===== src/hw/rtl/ltp_pkg.sv =====
// Shared types and constants for the Legendre triple product block.
package ltp_pkg;
    localparam int DEG_W      = 8;
    localparam int ACC_W      = 48;
    localparam int ACC_FRAC   = 40;
    localparam int OUT_W      = 34;
    localparam int OUT_SHIFT  = 8;
    localparam int MAX_DEGREE = 255;
    localparam int CNT_W      = 11;  // holds 2s+1 for degrees up to 682

    // Control from sequencer to the multiply-divide unit
    typedef struct packed {
        logic             start;
        logic [CNT_W-1:0] mul;
        logic [CNT_W-1:0] div;
    } ltp_md_req_t;
endpackage


===== src/hw/rtl/ltp_muldiv.sv =====
// Shared unit: acc = floor(acc * mul / div), bit-serial restoring divide.
module ltp_muldiv (
    input  logic                        clk,
    input  logic                        rst_n,
    input  ltp_pkg::ltp_md_req_t        req,
    input  logic [ltp_pkg::ACC_W-1:0]   acc_in,
    output logic [ltp_pkg::ACC_W-1:0]   acc_out,
    output logic                        done
);
    import ltp_pkg::*;

    localparam int PW = ACC_W + CNT_W;
    localparam int BW = $clog2(PW + 1);

    logic [PW-1:0]    num_reg, num_next;
    logic [CNT_W:0]   rem_reg, rem_next;
    logic [CNT_W-1:0] div_reg, div_next;
    logic [BW-1:0]    bit_reg, bit_next;
    logic             busy_reg, busy_next;
    logic             done_reg, done_next;
    logic [CNT_W:0]   trial;

    // One quotient bit per cycle; quotient shifts into num_reg.
    always_comb
    begin
        num_next  = num_reg;
        rem_next  = rem_reg;
        div_next  = div_reg;
        bit_next  = bit_reg;
        busy_next = busy_reg;
        done_next = 1'b0;
        trial     = {rem_reg[CNT_W-1:0], num_reg[PW-1]};
        if (req.start)
        begin
            num_next  = PW'(acc_in) * PW'(req.mul);
            div_next  = req.div;
            rem_next  = '0;
            bit_next  = BW'(PW);
            busy_next = 1'b1;
        end
        else if (busy_reg)
        begin
            if (trial >= {1'b0, div_reg})
            begin
                rem_next = trial - {1'b0, div_reg};
                num_next = {num_reg[PW-2:0], 1'b1};
            end
            else
            begin
                rem_next = trial;
                num_next = {num_reg[PW-2:0], 1'b0};
            end
            bit_next = bit_reg - 1'b1;
            if (bit_reg == BW'(1))
            begin
                busy_next = 1'b0;
                done_next = 1'b1;
            end
        end
    end

    always_ff @(posedge clk or negedge rst_n)
    begin
        if (!rst_n)
        begin
            busy_reg <= 1'b0;
            done_reg <= 1'b0;
            bit_reg  <= '0;
        end
        else
        begin
            busy_reg <= busy_next;
            done_reg <= done_next;
            bit_reg  <= bit_next;
        end
    end

    always_ff @(posedge clk)
    begin
        num_reg <= num_next;
        rem_reg <= rem_next;
        div_reg <= div_next;
    end

    assign acc_out = num_reg[ACC_W-1:0];
    assign done    = done_reg;

    a_done_after_busy: assert property (@(posedge clk) disable iff (!rst_n)
        done_reg |-> $past(busy_reg)) else $error("done without busy");
    a_no_start_busy: assert property (@(posedge clk) disable iff (!rst_n)
        busy_reg |-> !req.start) else $error("start while busy");
    a_bits_zero_idle: assert property (@(posedge clk) disable iff (!rst_n)
        done_reg |-> bit_reg == '0) else $error("bit count off");
endmodule


===== src/hw/rtl/legendre_triple_product.sv =====
// Legendre triple product: one integral of P_l*P_m*P_n over [-1,1] per input beat,
// computed by a single shared multiply-divide unit. Each ratio step issues the
// product, runs the serial divider through its quotient bits, waits for done and
// moves to the next index; an item takes 2s+1 steps where s=(l+m+n)/2, plus a pass
// through the issue state at each of the four phase changes, then rounding and
// output. Items that fail the selection rule skip the steps and go from load
// straight to rounding. The block takes no new beat while an item is in work;
// the result sits in an output register.
module legendre_triple_product #(
    parameter int MAX_DEGREE = ltp_pkg::MAX_DEGREE
) (
    input  logic                        clk,
    input  logic                        rst_n,
    input  logic                        psel,
    input  logic                        penable,
    input  logic                        pwrite,
    input  logic [1:0]                  paddr,
    input  logic [31:0]                 pwdata,
    output logic [31:0]                 prdata,
    output logic                        pready,
    input  logic                        in_valid,
    output logic                        in_stall,
    input  logic [ltp_pkg::DEG_W-1:0]   second_degree,
    input  logic [ltp_pkg::DEG_W-1:0]   third_degree,
    input  logic                        last_in,
    output logic                        out_valid,
    input  logic                        out_stall,
    output logic [ltp_pkg::OUT_W-1:0]   integral_value,
    output logic                        rule_met,
    output logic                        last_out
);
    import ltp_pkg::*;

    localparam logic [1:0] REG_FIRST_DEGREE = 2'd0;

    typedef enum logic [6:0] {
        S_IDLE  = 7'b0000001,
        S_LOAD  = 7'b0000010,
        S_ISSUE = 7'b0000100,
        S_WAIT  = 7'b0001000,
        S_NEXT  = 7'b0010000,
        S_ROUND = 7'b0100000,
        S_OUT   = 7'b1000000
    } state_t;

    // phase 0: up-run over 2s, 1..3: down-runs, 4: final divide
    localparam logic [2:0] PH_UP = 3'd0, PH_DN_N = 3'd1, PH_DN_M = 3'd2,
                           PH_DN_L = 3'd3, PH_FIN = 3'd4;

    state_t           state_reg, state_next;
    logic [DEG_W-1:0] l_reg;
    logic [DEG_W-1:0] m_reg, n_reg;
    logic             last_reg;
    logic             ok_reg;
    logic [2:0]       ph_reg, ph_next;
    logic [CNT_W-1:0] i_reg, i_next;       // current odd i
    logic [CNT_W-1:0] lim;                 // run length 2k
    logic [CNT_W-1:0] s_reg;
    logic [ACC_W-1:0] acc_reg;
    logic [ACC_W-1:0] md_out;
    logic             md_done;
    ltp_md_req_t      md_req;
    logic [OUT_W-1:0] val_reg;
    logic             ov_reg;
    logic             ok_c;
    logic [CNT_W-1:0] sum_c;
    logic [ACC_W-OUT_SHIFT:0] rnd;

    // Config port
    assign pready = 1'b1;
    assign prdata = (paddr == REG_FIRST_DEGREE) ? {24'd0, l_reg} : 32'd0;
    always_ff @(posedge clk or negedge rst_n)
    begin
        if (!rst_n)
            l_reg <= '0;
        else if (psel && penable && pwrite && paddr == REG_FIRST_DEGREE)
            l_reg <= pwdata[DEG_W-1:0];
    end

    // Selection rule
    assign sum_c = CNT_W'(l_reg) + CNT_W'(second_degree) + CNT_W'(third_degree);
    assign ok_c = !sum_c[0]
        && (CNT_W'(second_degree) <= CNT_W'(l_reg) + CNT_W'(third_degree))
        && (CNT_W'(third_degree) <= CNT_W'(l_reg) + CNT_W'(second_degree))
        && (CNT_W'(l_reg) <= CNT_W'(second_degree) + CNT_W'(third_degree))
        && (int'(l_reg) <= MAX_DEGREE) && (int'(second_degree) <= MAX_DEGREE)
        && (int'(third_degree) <= MAX_DEGREE);

    // Run limit (2k) for the current phase
    always_comb
    begin
        case (ph_reg)
            PH_UP:   lim = s_reg << 1;
            PH_DN_N: lim = (s_reg - CNT_W'(n_reg)) << 1;
            PH_DN_M: lim = (s_reg - CNT_W'(m_reg)) << 1;
            PH_DN_L: lim = (s_reg - CNT_W'(l_reg)) << 1;
            default: lim = '0;
        endcase
    end

    assign in_stall = (state_reg != S_IDLE);

    // Sequencer
    always_comb
    begin
        state_next = state_reg;
        ph_next    = ph_reg;
        i_next     = i_reg;
        md_req     = '0;
        case (state_reg)
            S_IDLE:
                if (in_valid)
                    state_next = S_LOAD;
            S_LOAD:
            begin
                ph_next = PH_UP;
                i_next  = CNT_W'(1);
                state_next = ok_reg ? S_ISSUE : S_ROUND;
            end
            S_ISSUE:
            begin
                if (ph_reg == PH_FIN)
                begin
                    md_req.start = 1'b1;
                    md_req.mul   = CNT_W'(1);
                    md_req.div   = (s_reg << 1) + CNT_W'(1);
                    state_next   = S_WAIT;
                end
                else if (i_reg + CNT_W'(1) <= lim)
                begin
                    md_req.start = 1'b1;
                    md_req.mul   = (ph_reg == PH_UP) ? i_reg + CNT_W'(1) : i_reg;
                    md_req.div   = (ph_reg == PH_UP) ? i_reg : i_reg + CNT_W'(1);
                    state_next   = S_WAIT;
                end
                else
                begin
                    ph_next = ph_reg + 3'd1;
                    i_next  = CNT_W'(1);
                end
            end
            S_WAIT:
                if (md_done)
                    state_next = S_NEXT;
            S_NEXT:
            begin
                if (ph_reg == PH_FIN)
                    state_next = S_ROUND;
                else
                begin
                    i_next     = i_reg + CNT_W'(2);
                    state_next = S_ISSUE;
                end
            end
            S_ROUND:
                state_next = S_OUT;
            S_OUT:
                if (!out_stall)
                    state_next = S_IDLE;
            default:
                state_next = S_IDLE;
        endcase
    end

    always_ff @(posedge clk or negedge rst_n)
    begin
        if (!rst_n)
        begin
            state_reg <= S_IDLE;
            ph_reg    <= PH_UP;
            i_reg     <= '0;
            ov_reg    <= 1'b0;
        end
        else
        begin
            state_reg <= state_next;
            ph_reg    <= ph_next;
            i_reg     <= i_next;
            ov_reg    <= (state_next == S_OUT);
        end
    end

    // Payload registers
    assign rnd = (ACC_W-OUT_SHIFT+1)'((acc_reg + ACC_W'(1 << (OUT_SHIFT-1))) >> OUT_SHIFT);
    always_ff @(posedge clk)
    begin
        if (state_reg == S_IDLE && in_valid)
        begin
            m_reg    <= second_degree;
            n_reg    <= third_degree;
            last_reg <= last_in;
            ok_reg   <= ok_c;
            s_reg    <= sum_c >> 1;
            acc_reg  <= ACC_W'(2) << ACC_FRAC;
        end
        else if (state_reg == S_WAIT && md_done)
            acc_reg <= md_out;
        if (state_reg == S_ROUND)
        begin
            if (!ok_reg)
                val_reg <= '0;
            else if (rnd > (ACC_W-OUT_SHIFT+1)'(1) << 33)
                val_reg <= OUT_W'(1) << 33;
            else
                val_reg <= OUT_W'(rnd);
        end
    end

    ltp_muldiv u_muldiv (
        .clk     (clk),
        .rst_n   (rst_n),
        .req     (md_req),
        .acc_in  (acc_reg),
        .acc_out (md_out),
        .done    (md_done)
    );

    assign out_valid      = ov_reg;
    assign integral_value = val_reg;
    assign rule_met       = ok_reg;
    assign last_out       = last_reg;

    a_valid_state: assert property (@(posedge clk) disable iff (!rst_n)
        out_valid == (state_reg == S_OUT)) else $error("out_valid mismatch");
    a_zero_when_fail: assert property (@(posedge clk) disable iff (!rst_n)
        out_valid && !rule_met |-> integral_value == '0) else $error("nonzero on fail");
    a_capped: assert property (@(posedge clk) disable iff (!rst_n)
        out_valid |-> integral_value <= (OUT_W'(1) << 33)) else $error("over cap");
endmodule

===== config.mk =====
export PLATFORM = sky130hd
export DESIGN_NAME = legendre_triple_product
export DESIGN_NICKNAME = d
export VERILOG_FILES = /design/src/hw/rtl/ltp_pkg.sv /design/src/hw/rtl/ltp_muldiv.sv /design/src/hw/rtl/legendre_triple_product.sv
export SDC_FILE = /design/constraint.sdc
export NUM_CORES = 2
export LEC_CHECK = 0
export ABC_CLOCK_PERIOD_IN_PS = 25600
export BUFFER_PORTS_ARGS = -buffer_cell sky130_fd_sc_hd__buf_2
export CELL_PAD_IN_SITES_DETAIL_PLACEMENT = 0
export CELL_PAD_IN_SITES_GLOBAL_PLACEMENT = 1
export CORE_MARGIN = 4
export CORE_UTILIZATION = 54
export DETAILED_ROUTE_END_ITERATION = 6
export GPL_TIMING_DRIVEN = 0
export PLACE_DENSITY_LB_ADDON = 0.1
export SYNTH_ARGS = -nofsm -noshare
export SYNTH_HDL_FRONTEND = slang
export SYNTH_SLANG_ARGS = --single-unit
export TNS_END_PERCENT = 100

===== constraint.sdc =====
create_clock -name clk -period 25.6 [get_ports clk]
set_input_delay 5.12 -clock clk [delete_from_list [all_inputs] [get_ports clk]]
set_output_delay 5.12 -clock clk [all_outputs]
set_load 0.05 [all_outputs]

==> flow_metrics.tcl <==
set metrics [dict create \
    status "finished, final reports clean" \
    r2r_end "u_muldiv.num_reg[45]$_DFFE_PP_" \
    fin_worst_skew_ns 0.0715 \
    mostFrequentLayoutCells "nand2_1 (600), inv_1 (453), fa_1 (419)" \
    drt_pass1_iterations 6 \
    synth_edf_count 131 \
    worst_ep_arrival_time_ns 14.36 \
    fin_crit_ns 14.05 \
    cts_tree "built" \
    max_freq_ghz 0.0712 \
    final_common_cell "nand2_1" \
    root_buffer "clkbuf_16" \
    setup_viol 0 \
    ir_drop_v 0.0000514 \
    via_per_inst 5.66 \
    grt_first_pass_wirelength_mm 142 \
    dr_total_vias 24600 \
    slew_violations 0 \
    die_h_um 244 \
    ios 129 \
    wl_mm 89.8 \
    cts_made_buffers 30 \
    final.setup.worst_slack_ns 11.55 \
    hold_buffers 0 \
    avgSynthCellArea_um2 8.76 \
    yosys-top-cells-area "fa_1 (28%), edfxtp_1 (13%), ha_1 (8.0%)" \
    crit-reg2reg-launch "ph_reg[2]$_DFFE_PN0P_" \
    worstHoldPathType "flip-flop to flip-flop" \
    fin_crit_sh_pct 54.9 \
    initial_core_util_pct 54.6 \
    grt_pass1_vias 25500 \
    grt_max_degree 60 \
    syn2layout_area_growth_pct 8.66 \
    cts_setup_buffers 0 \
    drive_above_1_share_pct 6.20 \
    die_w_um 244 \
    core.rowCount 86 \
    rsz0062_at_grt "no" \
    synth-main-ff-cell "edfxtp_1" \
    hold_end "acc_reg[0]$_SDFFE_PP0P_" \
    wl_per_cell_um 20.7 \
    path_clk_slew_ns 0.06 \
    syn_area_um2 30100 \
    reg2reg_depth 45 \
    place_ws_ns 11.54 \
    crit_path_end_kind "flip-flop" \
    clock_sinks 228 \
    remaining_drc_errors 0 \
    grt.total_usage_pct 30.2 \
    holdPathStages 2 \
    cp.required_ns 25.91 \
    crit_type "flip-flop to flip-flop" \
    core_um2 55100 \
    crit_path_start_kind "flip-flop" \
    port_buffers 79 \
    grt_overflow_total 0 \
    cpMostUsedCell "fa_1" \
    clk_latency_ns 0.63 \
    final_area_um2 32700 \
    drv_cap 0 \
    critPathSlowestCell "clkbuf_1" \
    ys_ff_latch 228 \
    dieArea_um2 59600 \
    whs_ns 0.472 \
    finalHoldViolCount 0 \
    p_leak_nw 14.6 \
    largest_reg_flops 59 \
    layout.nets 4242 \
    ys_seq_area_share_pct 20.2 \
    critical_path.top_delay_family "adder cells" \
    ant_nets 0 \
    synth_cell_types 80 \
    synth_area_leader_cell "fa_1" \
    max_stage_delay_ns 1.07 \
    crit_path_max_fanout 10 \
    ctsResizeCount 0 \
    worst-path-buf-inv 9 \
    powerDensity_nw_per_um2 42.9 \
    grt_antenna_before_repair 0 \
    synthArstFlopShare_pct 16.7 \
    yosysWarnings 0 \
    drt_iter0_drc 1810 \
    syn_inst 3436 \
    place_congestion 0.951 \
    regToRegSetupSlack_ns 11.55 \
    hold_start "acc_reg[0]$_SDFFE_PP0P_" \
    worstMarginPinSlew_ns 1.37 \
    dp_hpwl_mm 72.6 \
    clock_path_buffers 3 \
    fin_util_pct 59.4 \
    antennaDiodeCount 0 \
    slew_headroom_pct 8.83 \
    setup_tns_ns 0 \
    cts_max_level 1 \
    place_area_um2 31600 \
    yosysTopAreaCellShare_pct 27.9 \
]
## cell families after synthesis
group	count (synthesis)	synth area share, %
other	2	0.0249
xor gates and xnor gates	149	4.34
and+or+nand+nor	1205	18.9
buffers and inverters	692	9.07
muxes	15	0.532
AOI/OAI and AO/OA	533	11.1
adders and majority gates	612	35.9
DFF	228	20.2
## worst max path at each step
stage | startpoint | slack [ns] | endpoint | depth (start not counted)
after floorplan | paddr[1] | 14.28 | prdata[0] | 1
after global placement | ph_reg[2]$_DFFE_PN0P_ | 11.65 | u_muldiv.num_reg[47]$_DFFE_PP_ | 46
after detailed placement | ph_reg[2]$_DFFE_PN0P_ | 11.54 | u_muldiv.num_reg[49]$_DFFE_PP_ | 45
after CTS | ph_reg[2]$_DFFE_PN0P_ | 11.42 | u_muldiv.num_reg[45]$_DFFE_PP_ | 45
after global routing | ph_reg[2]$_DFFE_PN0P_ | 10.95 | u_muldiv.num_reg[45]$_DFFE_PP_ | 48
final | ph_reg[2]$_DFFE_PN0P_ | 11.55 | u_muldiv.num_reg[45]$_DFFE_PP_ | 45
## per-layer routing
layer	share of wire [%]	track usage, %	vias to the layer above	wire length, um
li1	-	-	11300	-
met1	42	40.5	12300	38000
met2	47	50.2	783	42500
met3	6.2	4.51	182	5540
met4	4.3	11.1	0	3830
met5	0	0	-	0
## cell usage after synthesis, types with 49 or more instances
cell type and number:
o21ai_0 108, a21oi_1 182, a21o_1 49, ha_1 193, nand2_1 600, xnor2_1 81
edfxtp_1 131, xor2_1 68, nor2_1 139, and2_1 202, inv_1 453, dfxtp_1 59
clkbuf_1 182, fa_1 419
## report_power, final
part	total, mW	switching [mW]	internal, mW
clock network	0.483	0.186	0.297
logic	0.414	0.252	0.162
registers	0.507	0.0426	0.465
total	1.40	0.480	0.924
## area by class of cell
cell class	instances	area (um2)
clock buffers	32	758
clock inverters	24	364
flip-flops and latches	228	6070
inverters	456	1710
fillers	5025	22400
well taps	748	936
repair buffers	81	443
plain buffers	236	1020
multi-input cells	2539	21400
## worst reg2reg max path, delay by kind of cell (launching register included)
family | cells | cell delay [ns]
adders and majority gates | 10 | 4.14
AOI/OAI and AO/OA | 15 | 3.95
buffers and inverters | 9 | 2.45
DFF | 1 | 0.32
and+or+nand+nor | 11 | 2.86
## through the flow
stage,std cells,power [mW]
after detailed placement,4288,0.927
final,4344,1.40
after CTS,4344,1.41
after floorplan,3459,0.815
after global routing,4344,1.48
after global placement,4286,0.909
Note: power is estimated with default switching activity, not from simulation.
